### src/tree_noise_counter_release_unit_defines.svh
// ----------------------------------------------------------------------------
// Tree noise counter release unit: assertion macros
// Concurrent check wrappers, compiled out with NO_ASSERTIONS.
// ----------------------------------------------------------------------------
`ifndef TREE_NOISE_COUNTER_RELEASE_UNIT_DEFINES_SVH
`define TREE_NOISE_COUNTER_RELEASE_UNIT_DEFINES_SVH

`ifndef NO_ASSERTIONS
// property must hold at every clock edge out of reset
`define TNCR_ASSERT(label, clk, rst_n, prop) \
	label: assert property (@(posedge clk) disable iff (!rst_n) prop) \
		else $error("tncr check failed");
// condition must never be true out of reset
`define TNCR_NEVER(label, clk, rst_n, cond) \
	label: assert property (@(posedge clk) disable iff (!rst_n) !(cond)) \
		else $error("tncr forbidden condition");
`else
`define TNCR_ASSERT(label, clk, rst_n, prop)
`define TNCR_NEVER(label, clk, rst_n, cond)
`endif

`endif

### src/tncr_ram.sv
// ----------------------------------------------------------------------------
// tncr_ram
// Generic single-write, single-read RAM with registered read data.
// ----------------------------------------------------------------------------
`timescale 1ns / 1ps
`default_nettype none

module tncr_ram #(
	parameter int WIDTH = 64,
	parameter int DEPTH = 32
) (
	input  wire logic                     clk,
	input  wire logic                     we,
	input  wire logic [$clog2(DEPTH)-1:0] waddr,
	input  wire logic [WIDTH-1:0]         wdata,
	input  wire logic [$clog2(DEPTH)-1:0] raddr,
	output logic      [WIDTH-1:0]         rdata
);
	logic [WIDTH-1:0] mem_q [DEPTH];

	always_ff @(posedge clk) begin
		if (we) begin
			mem_q[waddr] <= wdata;
		end
		rdata <= mem_q[raddr];
	end
endmodule

`default_nettype wire

### config.mk
export PLATFORM = sky130hd
export DESIGN_NAME = tncr_ram
export DESIGN_NICKNAME = d
export VERILOG_FILES = /design/src/tree_noise_counter_release_unit_defines.svh /design/src/tncr_ram.sv
export SDC_FILE = /design/constraint.sdc
export NUM_CORES = 2
export LEC_CHECK = 0
export BUFFER_PORTS_ARGS = -buffer_cell sky130_fd_sc_hd__buf_4
export CELL_PAD_IN_SITES_DETAIL_PLACEMENT = 1
export CELL_PAD_IN_SITES_GLOBAL_PLACEMENT = 2
export CORE_ASPECT_RATIO = 1.75
export CORE_MARGIN = 8
export CORE_UTILIZATION = 50
export CTS_BUF_LIST = sky130_fd_sc_hd__clkbuf_8 sky130_fd_sc_hd__clkbuf_16
export CTS_CLUSTER_DIAMETER = 50
export DETAILED_ROUTE_END_ITERATION = 8
export HOLD_SLACK_MARGIN = 0.08
export PLACE_DENSITY = 0.88
export SYNTH_ARGS = -nofsm -noshare
export SYNTH_HDL_FRONTEND = slang
export SYNTH_SLANG_ARGS = --single-unit
### constraint.sdc
create_clock -name clk -period 6.7 [get_ports clk]
set_input_delay 1.34 -clock clk [delete_from_list [all_inputs] [get_ports clk]]
set_output_delay 1.34 -clock clk [all_outputs]
set_load 0.05 [all_outputs]
==> impl_results.md <==
* Status: completed
* Worst Setup End Kind: flip-flop
* Fin. Hold Viols at 0
* Port Buffer Count at 139
* Total power at 27.0 mW
* CTS Hold Bufs at 0
* CTS resizes at 0
* I/O pins at 140
* Count of cell types in the netlist at 31
* Hold Path Class: reg -> reg
* Cells after Synth at 3097
* Final period utilization at 51.6%
* Global-route wire length before repair at 304 mm
* CP Launch Type: input pin
* GRT overflow at 0
* Required @ worst endpoint at 7380 ps
* Net Count, Synth at 3173
* Setup tns final at 0 ps
* Post-Syn Area at 79000 sq um
* H-tree Lvls at 4
* Fmax at 0.290 GHz
* Via count at 37.0k
* Max cap viols at 0
* CTS tree: built
* Layout cells sized above 1 at 34.1%
* DR WL/cell at 39.5 um
* Place WS at 2450 ps
* Die width at 316 um
* Clock root buffer: clkbuf_16
* Fin worst setup slack at 3250 ps
* Seq cells post-synth at 2112
* Post-CTS Setup Bufs at 0
* RSZ-0062 raised after global routing: false
* HPWL Detailed at 97.5 mm
* # clock sinks at 2112
* Global-route usage over all layers at 25.4%
* PD cells at 303 nW/um^2
* Clock transition at the registers of the reported paths at 70 ps
* Final Setup Violations at 0
* Rows at 193
* Fillers at 12.9k
* Clk_skew at 49.5 ps
* Worst-Skew Late Latency at 830 ps
* Cell Area, Placed at 83100 sq um
* DRC Markers at 0
* Avg Inst Size Synth at 25.5 sq um
* Drt pass-1 iters at 7
* RD Place Congestion at 0.718
* Worst vdd ir at 187 uV
* Critical Path Fanout Max at 110
* Leak at 27.7 nW
* Initial Utilization at 50.2%
* Vias per cell at 6.69
* Syn-to-layout area delta at 12.8%
* Initial antenna violation count at 19
* DR iter-0 viols at 5214
* Commonest non-fill, non-tap cells in the layout: edfxtp_1 (2048), mux4_2 (602), clkbuf_16 (185)
* Fin Hold WS at 850 ps
* Final ANT Viol Nets at 0
* Sequential area share after synthesis at 79.5%
* Max-slew headroom at 11.0%
* Post-Route WL at 218 mm
* TritonCTS Buffers at 181
* Largest net degree at the start of global routing at 111
* Clock tree buffer depth at 4
* Die Area at 171000 sq um
* Layout Nets at 3408
* Die height at 542 um
* Vias in the first global route at 38.9k
* Fin. max-slew vios at 0
* Fin area at 89100 sq um
* Most common cell after layout, fill and taps aside: edfxtp_1
* Core area at 157000 sq um
* Least-Margin Pin Slew at 1330 ps
* Minimum clock period at 3450 ps
* Critical path arrival at 4140 ps
* Ys Warns at 0
* Critical path class: in -> reg
[power breakdown]
group | internal (mW) | leakage, nW | switching (mW) | total [mW]
registers | 14.7 | 19.0 | 0.101 | 14.8
logic | 0.597 | 5.70 | 0.927 | 1.52
clock network | 5.90 | 3.02 | 4.82 | 10.7
[final timing paths]
kind | start | endpoint | slack, ps | cells past startpoint
worst max register to register | mem_q[1][9] | rdata[9] | 4790 | 3
worst min-delay path | mem_q[5][13] | rdata[13] | 850 | 3
worst min register to register | mem_q[5][13] | rdata[13] | 850 | 3
worst max-delay path | raddr[1] | rdata[28] | 3250 | 5
[registers in the layout, indices dropped and copies added (netlist names)]
name   flops
mem_q   2048
rdata     64
[cell type report]
cell class	instances	area, sq um	area share [%]
diodes	10	25.0	0.0281
clock buffers	193	4740	5.32
clock inverters	132	1150	1.30
inverters	1	3.75	0.00421
multi-input cells	828	15700	17.6
flip-flops and latches	2112	62800	70.5
well taps	2047	2560	2.88
repair buffers	208	2120	2.38
[cell usage after synthesis (all sizes together)]
master	instances	area, sq um
or3b	2	17.5
and2	4	25.0
o221ai	3	26.3
a22oi	3	22.5
mux2i	38	380
a211oi	3	22.5
a221oi	12	105
nand2b	2	12.5
dfxtp	64	1280
mux4	602	13600
or3	1	6.26
o31a	3	26.3
edfxtp	2048	61500
a22o	1	8.76
nor2	41	154
nand3b	5	37.5
o21ai	9	45.0
nand3	2	10.0
o211ai	3	22.5
buf	101	536
o2bb2ai	3	26.3
nor2b	4	25.0
mux2	74	833
nand2	3	11.3
clkbuf	55	206
inv	1	3.75
o22ai	10	62.6
[routing by layer]
metal / track usage [%] / vias up / part of all wire, %
li1: - / 13900 / -
met1: 31.6 / 19700 / 34
met2: 43.2 / 2856 / 51
met3: 5.61 / 539 / 10
met4: 10.8 / 18 / 4.2
met5: 0 / - / 0.051
[through the flow]
step	instances	util, %
floorplan	3097	-
global placement	5196	52.8
detailed placement	5196	52.8
CTS	5521	56.5
global route	5528	56.6
finish	5531	56.6
[kinds of logic after synthesis]
family,synth area share [%]
and+or+nand+nor,0.379
buffers and inverters,0.944
DFF,79.5
muxes,18.7
AOI/OAI and AO/OA,0.466
[critical path, stage by stage]
cell and delay (ps):
buf_8 620, buf_12 650, mux4_2 470, mux4_2 500, mux2_2 310
(Power assumes the default switching activity.)
