<file path="config.mk">
export PLATFORM = sky130hd
export DESIGN_NAME = tncr_noise
export DESIGN_NICKNAME = d
export VERILOG_FILES = /design/src/tree_noise_counter_release_unit_defines.svh /design/src/tncr_pkg.sv /design/src/tncr_noise.sv
export SDC_FILE = /design/constraint.sdc
export NUM_CORES = 2
export LEC_CHECK = 0
export CORE_MARGIN = 2
export CORE_UTILIZATION = 55
export CTS_CLUSTER_DIAMETER = 50
export DETAILED_ROUTE_END_ITERATION = 10
export DONT_BUFFER_PORTS = 1
export PLACE_DENSITY = 0.7
export SLEW_MARGIN = 20
export SYNTH_ARGS = -nofsm -noshare
export SYNTH_HDL_FRONTEND = slang
export SYNTH_SLANG_ARGS = --single-unit
</file>
<file path="constraint.sdc">
create_clock -name clk -period 8.1 [get_ports clk]
set_input_delay 0 -clock clk [delete_from_list [all_inputs] [get_ports clk]]
set_output_delay 0 -clock clk [all_outputs]
set_load 0.005 [all_outputs]
</file>
<file path="src/tree_noise_counter_release_unit_defines.svh">
// ----------------------------------------------------------------------------
// Tree noise counter release unit: assertion macros
// Concurrent check wrappers, compiled out with NO_ASSERTIONS.
// ----------------------------------------------------------------------------
`ifndef TREE_NOISE_COUNTER_RELEASE_UNIT_DEFINES_SVH
`define TREE_NOISE_COUNTER_RELEASE_UNIT_DEFINES_SVH

`ifndef NO_ASSERTIONS
// property must hold at every clock edge out of reset
`define TNCR_ASSERT(label, clk, rst_n, prop) \
	label: assert property (@(posedge clk) disable iff (!rst_n) prop) \
		else $error("tncr check failed");
// condition must never be true out of reset
`define TNCR_NEVER(label, clk, rst_n, cond) \
	label: assert property (@(posedge clk) disable iff (!rst_n) !(cond)) \
		else $error("tncr forbidden condition");
`else
`define TNCR_ASSERT(label, clk, rst_n, prop)
`define TNCR_NEVER(label, clk, rst_n, cond)
`endif

`endif

</file>
<file path="src/tncr_pkg.sv">
// ----------------------------------------------------------------------------
// tncr_pkg
// Shared widths and parameter defaults of the tree noise counter.
// ----------------------------------------------------------------------------
`timescale 1ns / 1ps
`default_nettype none

package tncr_pkg;
	localparam int VALUE_W           = 44;
	localparam int NOISE_W           = 24;
	localparam int OUT_W             = 47;
	localparam int EPS_W             = 32;
	localparam int DATA_W            = 64;
	localparam int INDEX_BITS_DEF    = 32;
	localparam int FRACTION_BITS_DEF = 16;
endpackage

`default_nettype wire

</file>
<file path="src/tncr_noise.sv">
// ----------------------------------------------------------------------------
// tncr_noise
// Scales a unit Laplace sample by mult * inverse epsilon (three stages).
// ----------------------------------------------------------------------------
`timescale 1ns / 1ps
`default_nettype none

module tncr_noise
	import tncr_pkg::*;
#(
	parameter int LIM_W         = 5,
	parameter int FRACTION_BITS = FRACTION_BITS_DEF
) (
	input  wire logic                     clk,
	input  wire logic                     arst_n,
	input  wire logic                     start,
	input  wire logic [LIM_W-1:0]         mult,
	input  wire logic [EPS_W-1:0]         inv_eps,
	input  wire logic [NOISE_W-1:0]       unit,
	output logic signed [DATA_W-1:0]      noise,
	output logic                          noise_vld
);
	localparam int SCALE_W = LIM_W + EPS_W;
	localparam int P_W     = NOISE_W + SCALE_W;

	logic [SCALE_W-1:0]           scale_s1;
	logic [NOISE_W-1:0]           mag_s1;
	logic                         neg_s1;
	logic                         vld_s1;
	logic [NOISE_W+EPS_W-1:0]     plo_s2;
	logic [NOISE_W+LIM_W-1:0]     phi_s2;
	logic                         neg_s2;
	logic                         vld_s2;
	logic [P_W-1:0]               psum;
	logic [DATA_W-1:0]            pmag;

	// magnitude times scale, truncated toward zero
	assign psum = P_W'(plo_s2) + (P_W'(phi_s2) << EPS_W);
	assign pmag = DATA_W'(psum >> FRACTION_BITS);

	always_ff @(posedge clk or negedge arst_n) begin
		if (!arst_n) begin
			vld_s1    <= 1'b0;
			vld_s2    <= 1'b0;
			noise_vld <= 1'b0;
		end else begin
			vld_s1 <= start;
			vld_s2 <= vld_s1;
			if (start) begin
				noise_vld <= 1'b0;
			end else if (vld_s2) begin
				noise_vld <= 1'b1;
			end
		end
	end

	always_ff @(posedge clk) begin
		if (start) begin
			scale_s1 <= SCALE_W'(mult) * SCALE_W'(inv_eps);
			neg_s1   <= unit[NOISE_W-1];
			mag_s1   <= unit[NOISE_W-1] ? (~unit + NOISE_W'(1)) : unit;
		end
		plo_s2 <= (NOISE_W+EPS_W)'(mag_s1) * (NOISE_W+EPS_W)'(scale_s1[EPS_W-1:0]);
		phi_s2 <= (NOISE_W+LIM_W)'(mag_s1) * (NOISE_W+LIM_W)'(scale_s1[SCALE_W-1:EPS_W]);
		neg_s2 <= neg_s1;
		if (vld_s2) begin
			noise <= neg_s2 ? -$signed(pmag) : $signed(pmag);
		end
	end
endmodule

`default_nettype wire

</file>
==> metrics.csv <==
stage,metric,value,unit
final_layout,final_common_cell,inv_1,
clock_network,cts_tree,done,
worst_hold_path,hold_class,input pin to register,
detailed_routing,wl,99300,um
critical_path,cp_slowest_cell,edfxtp_1,
detailed_routing,vias,28700,
critical_path,worstPathArrival,8.20,ns
critical_path,worst_r2r_startpoint,scale_s1[7]$_DFFE_PP_,
logic_synthesis,ys.flop_type,edfxtp_1,
clock_network,htreeDepth,4,
detailed_routing,drc_errors,0,
grt,grt_first_pass_wirelength,162000,um
die,core,71900,um2
critical_path,max_stage_delay,0.73,ns
logic_synthesis,synth_top_area_share,40.7,%
clock_network,clkTransAtPathRegs,0.10,ns
die,io_pins,129,
timing,finalMaxSlewViolations,0,
final_layout,drive_gt1_share,4.48,%
critical_path,reg2regPathDepth,26,
timing,finalCritPeriodShare,95.6,%
critical_path,cp-end-kind,register,
place,routabilityCongestion,0.920,
clock_network,clock_path_buffers,2,
critical_path,critPathLaunch,scale_s1[7]$_DFFE_PP_,
die,initial_core_util,55.7,%
timing,worst_pin_slew,1.03,ns
die,row_count,98,
logic_synthesis,seq_area_frac_synth,13.1,%
die,die_w,274,um
critical_path,r2r_setup_slack,0.35,ns
final_layout,antenna_cells,0,
grt,antenna_found_initial,0,
logic_synthesis,synth_area,40100,um2
critical_path,critical_path.endpoint,plo_s2[43]$_DFF_P_,
critical_path,required,8.55,ns
critical_path,cp-start-kind,register,
timing,tns,0,ns
final_layout,final_nets,5438,
die,chipHeight,274,um
clock_network,clock_latency,0.51,ns
grt,grt_pass1_vias,30400,
detailed_routing,dr.pass1.iters,5,
detailed_routing,drt-vias-per-instance,5.47,
final_layout,mostFrequentLayoutCells,"inv_1 (864), fa_1 (814), nand2_1 (596)",
place,io_buffer_count,0,
final_layout,layout-area-overhead-vs-synth,6.52,%
clock_network,root_buffer,clkbuf_16,
timing,rsz0062_at_grt,false,
critical_path,crit_top_cell,fa_1,
logic_synthesis,yosys.cell_types.count,78,
timing,timing.final.crit_period,7.75,ns
detailed_routing,drtIter0Drc,2167,
timing,finalHoldViolCount,0,
timing,fin_worst_skew,0.0276,ns
grt,grt.total_usage,27.6,%
logic_synthesis,yosys_warnings,0,
grt,grt_max_degree,65,
clock_network,cts.sinks,199,
outcome,run_status,completed,
critical_path,r2r-end,plo_s2[43]$_DFF_P_,
detailed_routing,drtAntennaViolNets,0,
critical_path,crit_fanout,12,
die,die-area,75000,um2
logic_synthesis,synth_edf_count,126,
timing,fmax,129,MHz
logic_synthesis,ys_seq_elements,199,
logic_synthesis,synthesis.nets,5442,
clock_network,cts_buffers,17,
place,dp_hpwl,80000,um
logic_synthesis,synthArstFlopShare,1.51,%
grt,grt_remaining_overflow,0,
logic_synthesis,synth_cells,4278,
job,maxCapViolCount,0,
timing,finalSetupViolCount,0,
logic_synthesis,synth_area_per_cell,9.36,um2
critical_path,timing_worst_setup_path_type,register to register,
timing,relSlewSlack,30.5,%
detailed_routing,wl_per_cell,19.0,um
logic_synthesis,synth_top_cell_by_area,fa_1,
worst_hold_path,whs_path_depth,3,
logic_synthesis,synthTopCellsByArea,"fa_1 (41%), edfxtp_1 (9.4%), ha_1 (8.9%), and2_1 (8.3%), inv_1 (8.1%)",
kinds of logic (layout without fill, tap and decap cells):
| group | count (synthesis) | count (layout) | share of synthesized area, % |
|---|---|---|---|
| buf+inv | 1066 | 1075 | 9.99 |
| simple gates | 1359 | 1359 | 17.1 |
| flops | 199 | 199 | 13.1 |
| xor+xnor | 166 | 166 | 3.63 |
| compound gates | 384 | 384 | 6.38 |
| mux | 4 | 4 | 0.103 |
| fa+ha+maj | 1100 | 1100 | 49.6 |
through the flow:
stage | worst slack [ns] | cell area, um2 | hold WS [ns] | std cells | utilization, %
floorplan | 1.21 | 40100 | -0.296 | 4278 | -
global placement | 0.468 | 41300 | -0.296 | 5129 | 57.5
detailed placement | 0.148 | 41300 | -0.296 | 5129 | 57.5
CTS | 0.139 | 42500 | 0.00231 | 5213 | 59.1
global route | 0.00887 | 42700 | 0.0226 | 5237 | 59.4
finish | 0.353 | 42700 | 0.0117 | 5237 | 59.4
flip-flops by register name, summed over array words and instances (netlist names):
register	count
vld_s1	1
scale_s1	37
noise_vld	1
neg_s1	1
phi_s2	29
noise	64
vld_s2	1
plo_s2	40
mag_s1	24
neg_s2	1
layer usage:
metal	track usage (%)	up-vias	share of wire [%]
met2	43.1	1169	45
met1	39.4	14400	44
met3	6.04	136	8.9
li1	-	13000	-
met4	6.99	0	2.1
met5	0	-	0
area by class of cell:
cell class / count / area (um2)
clock buffers: 18 / 429
multi-input cells: 3013 / 30800
well taps: 950 / 1190
fillers: 6291 / 29200
clock inverters: 14 / 175
flip-flops and latches: 199 / 5260
inverters: 864 / 3240
repair buffers: 179 / 1580
worst max-delay path, delay by kind of cell, from the launching register on:
family          cells  cell delay (ns)
simple gates        1             0.18
flops               1             0.73
fa+ha+maj           8             3.74
xor+xnor            1             0.14
buf+inv             7             0.60
compound gates      9             2.30
synth_stat cells (20+ instances only):
cell type    n
inv_1      864
fa_1       814
nand2_1    596
and2_1     529
ha_1       286
clkbuf_1   198
edfxtp_1   126
xnor2_1    124
a21oi_1     97
dfxtp_1     70
o21ai_0     69
nor2_1      64
a21o_1      63
xor2_1      42
nor3_1      37
o31ai_1     21
nand3_1     20
worst min-delay path by stage:
| stage | from | endpoint | slack (ns) |
|---|---|---|---|
| floorplan | arst_n | noise_vld$_DFFE_PN0P_ | -0.30 |
| global placement | arst_n | vld_s1$_DFF_PN0_ | -0.30 |
| detailed placement | arst_n | vld_s1$_DFF_PN0_ | -0.30 |
| CTS | unit[8] | mag_s1[12]$_DFFE_PP_ | 0.002 |
| global route | unit[8] | mag_s1[12]$_DFFE_PP_ | 0.02 |
| finish | unit[8] | mag_s1[12]$_DFFE_PP_ | 0.01 |
repair_timing:
action	4_1_cts	5_1_grt
resized for setup	0	1
hold endpoints to repair	95	0
hold buffers	52	0
buffers inserted	0	24
endpoints found under the setup margin	0	7
Power is not shown: default switching activity piles up to over one toggle a cycle in this logic, so the estimate is an artifact.
